==> src/design/crc16fr_pkg.sv <==
// ----------------------------------------------------------------------------
// crc16fr_pkg
// Types, status codes and the CRC-16/MODBUS byte update for the frame receiver.
// ----------------------------------------------------------------------------
`default_nettype none

package crc16fr_pkg;

    localparam int unsigned CFG_INDEX_W = 8;
    localparam int unsigned CFG_DATA_W  = 8;

    localparam logic [CFG_INDEX_W-1:0] CFG_FRAME_TIMEOUT = 8'd0;
    localparam logic [CFG_INDEX_W-1:0] CFG_MAX_PDU_LEN   = 8'd1;

    localparam logic [7:0] FRAME_TIMEOUT_RST = 8'd2;
    localparam logic [7:0] MAX_PDU_LEN_RST   = 8'd15;

    localparam logic [7:0]  HEAD_FIRST  = 8'h4D;
    localparam logic [7:0]  HEAD_SECOND = 8'h4C;
    localparam logic [15:0] CRC_INIT    = 16'hFFFF;
    localparam logic [15:0] CRC_POLY    = 16'hA001;

    localparam logic CMD_BYTE = 1'b0;
    localparam logic CMD_TICK = 1'b1;

    localparam logic [2:0] ST_BUSY         = 3'd0;
    localparam logic [2:0] ST_PAYLOAD      = 3'd1;
    localparam logic [2:0] ST_GOOD         = 3'd2;
    localparam logic [2:0] ST_BAD_HEADER   = 3'd3;
    localparam logic [2:0] ST_BAD_LENGTH   = 3'd4;
    localparam logic [2:0] ST_CRC_MISMATCH = 3'd5;
    localparam logic [2:0] ST_TIMEOUT      = 3'd6;

    typedef struct packed {
        logic       command;
        logic [7:0] data_byte;
    } rx_item_t;

    typedef struct packed {
        logic [2:0] status;
        logic [7:0] payload_byte;
        logic [7:0] frame_length;
    } rx_result_t;

    function automatic logic [15:0] crc_update(input logic [15:0] crc, input logic [7:0] b);
        logic [15:0] c;
        c = crc ^ {8'h00, b};
        for (int k = 0; k < 8; k++) begin
            if (c[0]) begin
                c = (c >> 1) ^ CRC_POLY;
            end else begin
                c = c >> 1;
            end
        end
        return c;
    endfunction

endpackage

`default_nettype wire

==> src/design/crc16_frame_receiver_unit.sv <==
// ----------------------------------------------------------------------------
// crc16_frame_receiver_unit
// Picks 'M' 'L' LEN payload CRC frames out of a byte and tick stream and
// checks them against CRC-16/MODBUS.
// ----------------------------------------------------------------------------
// Usage:
//   s_ channel: one beat per received byte (command 0) or timer tick
//   (command 1). m_ channel: exactly one result beat per input beat, in order:
//   busy, payload byte passed through, or a frame verdict.
//   cfg channel: register index 0 is frame_timeout, 1 is max_pdu_len; other
//   indexes are dropped. cfg_ready is always high; write only while idle.
//   Each result is registered (into the skid register while one waits).
//   Throughput: one beat per cycle while s_ready is high. The frame state
//   and CRC byte updates sit between the input handshake and result register.
//   A two-entry output stage (result register plus skid register) lets one
//   more beat in while a result waits; s_ready falls only when both are full.
//   Reset: hunts for a header, CRC register at 0xFFFF, timeout 2 ticks,
//   max payload 15 bytes, no result pending.
//   Receiver stall: m_data holds until taken; s_ready drops once the skid
//   register is occupied and rises again as the stage drains.
// ----------------------------------------------------------------------------
`default_nettype none

module crc16_frame_receiver_unit
    import crc16fr_pkg::*;
(
    input  wire logic                   aclk,
    input  wire logic                   aresetn,
    input  wire logic                   s_valid,
    output      logic                   s_ready,
    input  wire rx_item_t               s_data,
    output      logic                   m_valid,
    input  wire logic                   m_ready,
    output      rx_result_t             m_data,
    input  wire logic                   cfg_valid,
    output      logic                   cfg_ready,
    input  wire logic [CFG_INDEX_W-1:0] cfg_index,
    input  wire logic [CFG_DATA_W-1:0]  cfg_data
);

    localparam logic [1:0] PH_HUNT    = 2'd0;
    localparam logic [1:0] PH_PAYLOAD = 2'd1;
    localparam logic [1:0] PH_CRC     = 2'd2;

    logic [7:0]  frame_timeout_reg;
    logic [7:0]  max_pdu_len_reg;

    logic [1:0]  phase_reg,          phase_next;
    logic [7:0]  byte_count_reg,     byte_count_next;
    logic [7:0]  payload_length_reg, payload_length_next;
    logic [15:0] crc_reg,            crc_next;
    logic [7:0]  first_head_reg,     first_head_next;
    logic [7:0]  second_head_reg,    second_head_next;
    logic [7:0]  first_crc_reg,      first_crc_next;
    logic [7:0]  idle_ticks_reg,     idle_ticks_next;

    logic        m_valid_reg;
    rx_result_t  m_data_reg;
    logic        skid_valid_reg;
    rx_result_t  skid_data_reg;

    rx_result_t  result;
    logic        frame_clear;
    logic        in_beat;
    logic        out_free;
    logic [15:0] crc_byte;
    logic [7:0]  count_inc;
    logic [7:0]  ticks_inc;

    assign s_ready   = !skid_valid_reg;
    assign in_beat   = s_valid && s_ready;
    assign out_free  = !m_valid_reg || m_ready;
    assign m_valid   = m_valid_reg;
    assign m_data    = m_data_reg;
    assign cfg_ready = 1'b1;

    assign crc_byte  = crc_update(crc_reg, s_data.data_byte);
    assign count_inc = byte_count_reg + 8'd1;
    assign ticks_inc = idle_ticks_reg + 8'd1;

    always_comb begin
        phase_next          = phase_reg;
        byte_count_next     = byte_count_reg;
        payload_length_next = payload_length_reg;
        crc_next            = crc_reg;
        first_head_next     = first_head_reg;
        second_head_next    = second_head_reg;
        first_crc_next      = first_crc_reg;
        idle_ticks_next     = idle_ticks_reg;
        result              = '0;
        frame_clear         = 1'b0;

        if (!(phase_reg inside {PH_HUNT, PH_PAYLOAD, PH_CRC})) begin
            frame_clear = 1'b1;
        end else if (s_data.command == CMD_TICK) begin
            if (phase_reg != PH_HUNT) begin
                idle_ticks_next = ticks_inc;
                if (ticks_inc >= frame_timeout_reg) begin
                    result.status = ST_TIMEOUT;
                    frame_clear   = 1'b1;
                end
            end
        end else begin
            case (phase_reg)
                PH_HUNT: begin
                    crc_next = crc_byte;
                    if (byte_count_reg == 8'd0) begin
                        first_head_next = s_data.data_byte;
                        byte_count_next = 8'd1;
                    end else if (byte_count_reg == 8'd1) begin
                        second_head_next = s_data.data_byte;
                        byte_count_next  = 8'd2;
                    end else if (first_head_reg != HEAD_FIRST
                                 || second_head_reg != HEAD_SECOND) begin
                        result.status = ST_BAD_HEADER;
                        frame_clear   = 1'b1;
                    end else if (s_data.data_byte == 8'd0
                                 || s_data.data_byte > max_pdu_len_reg) begin
                        result.status = ST_BAD_LENGTH;
                        frame_clear   = 1'b1;
                    end else begin
                        payload_length_next = s_data.data_byte;
                        byte_count_next     = 8'd0;
                        idle_ticks_next     = 8'd0;
                        phase_next          = PH_PAYLOAD;
                    end
                end
                PH_PAYLOAD: begin
                    idle_ticks_next     = 8'd0;
                    crc_next            = crc_byte;
                    result.status       = ST_PAYLOAD;
                    result.payload_byte = s_data.data_byte;
                    if (count_inc >= payload_length_reg) begin
                        byte_count_next = 8'd0;
                        phase_next      = PH_CRC;
                    end else begin
                        byte_count_next = count_inc;
                    end
                end
                default: begin
                    idle_ticks_next = 8'd0;
                    if (byte_count_reg == 8'd0) begin
                        first_crc_next  = s_data.data_byte;
                        byte_count_next = 8'd1;
                    end else begin
                        if (first_crc_reg == crc_reg[15:8]
                            && s_data.data_byte == crc_reg[7:0]) begin
                            result.status       = ST_GOOD;
                            result.frame_length = payload_length_reg;
                        end else begin
                            result.status = ST_CRC_MISMATCH;
                        end
                        frame_clear = 1'b1;
                    end
                end
            endcase
        end

        if (frame_clear) begin
            phase_next          = PH_HUNT;
            byte_count_next     = 8'd0;
            payload_length_next = 8'd0;
            crc_next            = CRC_INIT;
            first_head_next     = 8'd0;
            second_head_next    = 8'd0;
            first_crc_next      = 8'd0;
            idle_ticks_next     = 8'd0;
        end
    end

    always_ff @(posedge aclk) begin
        if (!aresetn) begin
            frame_timeout_reg <= FRAME_TIMEOUT_RST;
            max_pdu_len_reg   <= MAX_PDU_LEN_RST;
        end else if (cfg_valid && cfg_ready) begin
            if (cfg_index == CFG_FRAME_TIMEOUT) begin
                frame_timeout_reg <= cfg_data;
            end else if (cfg_index == CFG_MAX_PDU_LEN) begin
                max_pdu_len_reg <= cfg_data;
            end
        end
    end

    always_ff @(posedge aclk) begin
        if (!aresetn) begin
            phase_reg          <= PH_HUNT;
            byte_count_reg     <= 8'd0;
            payload_length_reg <= 8'd0;
            crc_reg            <= CRC_INIT;
            first_head_reg     <= 8'd0;
            second_head_reg    <= 8'd0;
            first_crc_reg      <= 8'd0;
            idle_ticks_reg     <= 8'd0;
        end else if (in_beat) begin
            phase_reg          <= phase_next;
            byte_count_reg     <= byte_count_next;
            payload_length_reg <= payload_length_next;
            crc_reg            <= crc_next;
            first_head_reg     <= first_head_next;
            second_head_reg    <= second_head_next;
            first_crc_reg      <= first_crc_next;
            idle_ticks_reg     <= idle_ticks_next;
        end
    end

    always_ff @(posedge aclk) begin
        if (!aresetn) begin
            m_valid_reg    <= 1'b0;
            skid_valid_reg <= 1'b0;
        end else if (out_free) begin
            if (skid_valid_reg) begin
                m_valid_reg    <= 1'b1;
                skid_valid_reg <= 1'b0;
            end else begin
                m_valid_reg <= in_beat;
            end
        end else if (in_beat) begin
            skid_valid_reg <= 1'b1;
        end
    end

    always_ff @(posedge aclk) begin
        if (out_free) begin
            if (skid_valid_reg) begin
                m_data_reg <= skid_data_reg;
            end else if (in_beat) begin
                m_data_reg <= result;
            end
        end else if (in_beat) begin
            skid_data_reg <= result;
        end
    end

endmodule

`default_nettype wire

==> config.mk <==
export PLATFORM = sky130hd
export DESIGN_NAME = crc16_frame_receiver_unit
export DESIGN_NICKNAME = d
export VERILOG_FILES = /design/src/design/crc16fr_pkg.sv /design/src/design/crc16_frame_receiver_unit.sv
export SDC_FILE = /design/constraint.sdc
export NUM_CORES = 1
export LEC_CHECK = 0
export BUFFER_PORTS_ARGS = -buffer_cell sky130_fd_sc_hd__buf_4
export CAP_MARGIN = 5
export CORE_MARGIN = 2
export CORE_UTILIZATION = 40
export DETAILED_ROUTE_END_ITERATION = 8
export PLACE_DENSITY = 0.67
export SKIP_LAST_GASP = 1
export SYNTH_ARGS = -nofsm -noshare
export SYNTH_HDL_FRONTEND = slang
export SYNTH_SLANG_ARGS = --single-unit
==> constraint.sdc <==
create_clock -name aclk -period 10 [get_ports aclk]
set_input_delay 1 -clock aclk [delete_from_list [all_inputs] [get_ports aclk]]
set_output_delay 1 -clock aclk [all_outputs]
set_load 0.02 [all_outputs]
-- After elaboration in Yosys (flattened, before gate mapping)
Index checks and enable logic that the tools add are counted.
Widths: inputs -> output; s select.
- register bits: 122
- bits of input ports: 30
- output and inout port bits: 22
- logic and storage cells: 186
- $add $sub $neg: 2
- order comparisons: 3
- equal/unequal tests: 26
- multiplexer cells: 90
- bitwise operators: 12
- reduce and logical (&&, ||, !) cells: 35
- operators by type and width (kind ; count):
    $mux 8 ; 43
    $mux 16 ; 13
    $mux 19 ; 3
    $mux 3 ; 9
    $logic_not 8->1 ; 3
    $not 2->3 ; 8
    $add 8x1->8 const B ; 2
    $eq 8x1->1 const B ; 2
    $eq 8x8->1 ; 2
    $ge 8x8->1 ; 2
    $mux 2 ; 8
    $ne 4x4->1 const B ; 4
    $ne 8x7->1 const B ; 2
    $pmux 8 s2 ; 1
    $xor 16x8->16 ; 1
    $reduce_bool 2->1 ; 7
    $ne 3x3->1 const B ; 4
    $reduce_and 6->1 ; 2
    $mux 1 ; 10
    $ne 5x5->1 const B ; 2
    $reduce_and 5->1 ; 2
    $reduce_and 9->1 ; 1
    $gt 8x8->1 ; 1
    $ne 2x2->1 const B ; 4
    other kinds (21) ; 32

-- Depth between registers and ports, before layout
- depth after elaboration: 21
- gate-level depth with buffers: 13
- depth with buffers taken out: 12

-- Worst setup path before layout
Ideal clock, no wire load.
- kind: reg2reg
- start: register idle_ticks_reg[2]
- end: register first_crc_reg[0]
- setup time: 0.117 ns
- data arrival time: 3.104 ns
- data required time: 9.883 ns
- path slack: 6.780 ns
- cell stages (with the launch flop): 13
- path buffers: 0
- clock period less this slack: 3.220 ns
- cells stage by stage: dfxtp_1 > and3_1 > nand3_1 > nor2_1 > xor2_1 > ha_1 > and4_1 > o21ai_0 > o22a_1 > o21ai_0 > a31oi_2 > a21o_1 > a22o_1
- word-level cells in the longest chain between the ends: 8
- elaborated cells on any way between the ends: 12
- classes of those cells: 1 x add/sub; 1 x order compare; 2 x eq/ne; 5 x mux; 3 x reduce/logical
- ends and longest elaborated chain (item ; line ; source):
    start, declared ; crc16_frame_receiver_unit.sv:55 ; logic [7:0] idle_ticks_reg, idle_ticks_next;
    start signal, assigned ; crc16_frame_receiver_unit.sv:202 ; idle_ticks_reg <= idle_ticks_next;
    $add 8x1->8 * ; crc16_frame_receiver_unit.sv:79 ; assign ticks_inc = idle_ticks_reg + 8'd1;
    $ge 8x8->1 * ; crc16_frame_receiver_unit.sv:98 ; if (ticks_inc >= frame_timeout_reg) begin
    $mux 1 * ; crc16_frame_receiver_unit.sv:98 ;
    $mux 1 * ; crc16_frame_receiver_unit.sv:96 ; if (phase_reg != PH_HUNT) begin
    $mux 1 * ; crc16_frame_receiver_unit.sv:95 ; end else if (s_data.command == CMD_TICK) begin
    $mux 1 * ; crc16_frame_receiver_unit.sv:93 ; if (!(phase_reg inside {PH_HUNT, PH_PAYLOAD, PH_CRC})) begin
    $ne 2x1->1 (no line) / $reduce_bool 2->1 (equally long branches) ; -- ;
    $reduce_and 5->1 (no line) ; -- ;
    end signal, assigned ; crc16_frame_receiver_unit.sv:201 ; first_crc_reg <= first_crc_next;
    end, declared ; crc16_frame_receiver_unit.sv:54 ; logic [7:0] first_crc_reg, first_crc_next;
Every way passes the cells marked *; elsewhere a longest branch is shown, timed or not.
A chain may end at the register's enable or synchronous reset.

-- Worst setup path after layout
- start: register idle_ticks_reg[0]
- end: register first_head_reg[6]
- word-level cells in the longest chain between the ends: 8
- elaborated cells on any way between the ends: 12
- classes of those cells: 1 x add/sub; 1 x order compare; 1 x eq/ne; 5 x mux; 4 x reduce/logical
- ends and longest elaborated chain (item ; line ; source):
    $add 8x1->8 * ; crc16_frame_receiver_unit.sv:79 ;
    $ge 8x8->1 * ; crc16_frame_receiver_unit.sv:98 ;
    $mux 1 * ; crc16_frame_receiver_unit.sv:98 ;
    $mux 1 * ; crc16_frame_receiver_unit.sv:96 ;
    $mux 1 * ; crc16_frame_receiver_unit.sv:95 ;
    $mux 1 * ; crc16_frame_receiver_unit.sv:93 ;
    $ne 2x1->1 (no line) / $reduce_bool 2->1 (equally long branches) ; -- ;
    $reduce_and 5->1 (no line) ; -- ;
    end signal, assigned ; crc16_frame_receiver_unit.sv:199 ; first_head_reg <= first_head_next;
    end, declared ; crc16_frame_receiver_unit.sv:52 ; logic [7:0] first_head_reg, first_head_next;
Marked as above.

==> impl_metrics.json <==
{
  "path_clk_slew_ns": 0.06,
  "clkSinkCount": 122,
  "setup_viol": 0,
  "drc": 0,
  "antenna_found_initial": 0,
  "max_slew.worst_pin.slew_ns": 1.10,
  "power-per-cell-area_mw_per_mm2": 174,
  "cp-start-kind": "flop",
  "rsz0062_at_grt": "false",
  "final-hold-violation-count": 0,
  "ys.flop_type": "dfxtp_1",
  "worst-r2r-cell-count": 12,
  "ant_nets": 0,
  "die_h_um": 128,
  "post-cts-setup-buffers": 0,
  "outcome": "finished clean",
  "numCtsBuffers": 17,
  "grt_pass1_vias": 4772,
  "seq_area_frac_synth": 0.456,
  "sw_frac_of_total": 0.245,
  "synth_warnings": 0,
  "p_seq_frac": 0.422,
  "drv_cap": 0,
  "start_util": 0.408,
  "relSlewSlack": 0.259,
  "period_share": 0.403,
  "intPower_uw": 955,
  "worstPathArrival_ns": 4.40,
  "min_path_type": "flop to flop",
  "cp_max_fo": 14,
  "place_congestion": 0.863,
  "p_leak_nw": 2.90,
  "detail_route.first_pass.iterations": 5,
  "ff2ff_setup_slack_ns": 5.97,
  "r2r-end": "first_head_reg[6]",
  "cts_buffer_depth": 2,
  "final_cell_mix": "dfxtp_1 (84), buf_4 (53), nor2_1 (52)",
  "ir_drop_v": 0.000174,
  "wire_per_inst_um": 17.0,
  "fin_nets": 726,
  "postSynthCellCount": 624,
  "cts_root_buf": "clkbuf_16",
  "power_mw": 1.27,
  "ctsResizeCount": 0,
  "grt_max_degree": 54,
  "critPathKind": "flop to flop",
  "syn_to_final_growth_pct": 17.9,
  "ys_types": 60,
  "holdBufCountCts": 0,
  "detail_route.wirelength_um": 14700,
  "core_area_mm2": 0.0151,
  "worstSetupEndpoint": "first_head_reg[6]",
  "portBuffers": 50,
  "routed_via_density": 5.60,
  "grt_pass1_wl_um": 23800,
  "htreeDepth": 4,
  "grt_usage": 0.185,
  "max_freq_ghz": 0.248,
  "finClkSkew_ns": 0.00832,
  "p_switching_uw": 311,
  "synth_edf_count": 38,
  "drv_slew": 0,
  "drt_iter0_drc": 374,
  "die_area_mm2": 0.0165,
  "startpoint": "idle_ticks_reg[0]",
  "clock_latency_ns": 0.43,
  "via_count": 4848,
  "n_antenna_cell": 0,
  "syn-cell-area_mm2": 0.00618,
  "fin_tns_setup_ns": 0,
  "ys_ff_latch": 122,
  "async_reset_ff_frac": 0,
  "fin_crit_ns": 4.03,
  "reg2reg_from": "idle_ticks_reg[0]",
  "die_x_um": 128,
  "row_count": 45,
  "drive_above_1_share": 0.170,
  "dp_hpwl_um": 10300,
  "grt_remaining_overflow": 0,
  "power_frac_clock": 0.482,
  "cp.required_ns": 10.37,
  "avgSynthCellArea_um2": 9.91,
  "combinationalPowerShare": 0.096,
  "final_common_cell": "dfxtp_1",
  "synth_nets": 685,
  "cts_tree": "built",
  "io_pins": 52,
  "end_kind": "flop"
}
-- final cells by class --
type | count | area, µm²
repair buffers | 53 | 398
well taps | 188 | 235
clock buffers | 19 | 453
clock inverters | 13 | 143
fillers | 1381 | 7860
inverters | 32 | 120
flip-flops and latches | 122 | 2820
multi-input cells | 439 | 3120
-- cell usage after synthesis, drive strengths merged (19+ instances only) --
cell type / n / area [µm²]
dfxtp: 84 / 1680
nor2: 53 / 206
edfxtp: 38 / 1140
nand3: 36 / 180
nand2: 34 / 130
inv: 32 / 120
ha: 31 / 388
o21ai: 30 / 150
xnor2: 30 / 263
a22o: 26 / 228
clkbuf: 23 / 86.3
nand4: 23 / 144
and2: 19 / 119
-- metrics by stage --
stage | area (µm²) | utilization | hold WS (ns) | instances | setup WS (ns)
4_1_cts | 7290 | 0.481 | 0.477 | 866 | 6.03
3_3_place_gp | 6690 | 0.442 | 0.456 | 834 | 6.19
5_1_grt | 7290 | 0.481 | 0.490 | 866 | 5.69
2_1_floorplan | 6180 | - | 0.441 | 624 | 6.78
3_5_place_dp | 6690 | 0.442 | 0.461 | 834 | 6.06
6_report | 7290 | 0.481 | 0.474 | 866 | 5.97
-- routing by layer --
metal / track usage / up-vias / wire length [µm] / part of all wire
met5: 0 / - / 0 / 0
met4: 0.0802 / 0 / 299 / 0.020
met3: 0.0516 / 27 / 844 / 0.057
met2: 0.293 / 144 / 6860 / 0.47
met1: 0.237 / 2319 / 6730 / 0.46
li1: - / 2358 / - / -
-- logic make-up after synthesis --
logic type      synth area share
other cells             0.000606
flops                      0.456
mux                       0.0571
simple gates               0.197
fa+ha+maj                 0.0627
compound gates             0.130
xor+xnor                  0.0567
buf+inv                   0.0395
-- critical path, stage by stage (launching register included) --
cell and delay (ns):
dfxtp_1 0.39, and3_1 0.26, nand3_1 0.18, nor2_1 0.16, xor2_1 0.10, ha_1 0.31
and4_1 0.18, o21ai_0 0.08, o22a_1 0.24, o211ai_1 0.48, nand2_1 0.51, nor3_1 0.84
a22o_1 0.24
-- worst min path at each step --
| stage | endpoint | slack (ns) | cells after the start | start |
|---|---|---|---|---|
| 2_1_floorplan | first_head_reg[3] | 0.44 | 1 | first_head_reg[3] |
| 3_5_place_dp | first_head_reg[1] | 0.46 | 1 | first_head_reg[1] |
| 5_1_grt | first_head_reg[4] | 0.49 | 1 | first_head_reg[4] |
| 6_report | first_head_reg[1] | 0.47 | 1 | first_head_reg[1] |
| 3_3_place_gp | first_head_reg[0] | 0.46 | 1 | first_head_reg[0] |
| 4_1_cts | first_head_reg[1] | 0.48 | 1 | first_head_reg[1] |
-- power by group through the flow --
stage	combinational [mW]	sequential (mW)	clock (mW)
final	0.122	0.534	0.610
after CTS	0.121	0.534	0.617
after floorplan	0.0761	0.549	0
after detailed placement	0.120	0.545	0
after global routing	0.132	0.536	0.640
after global placement	0.117	0.544	0
Power figures use the tool's default switching activity.
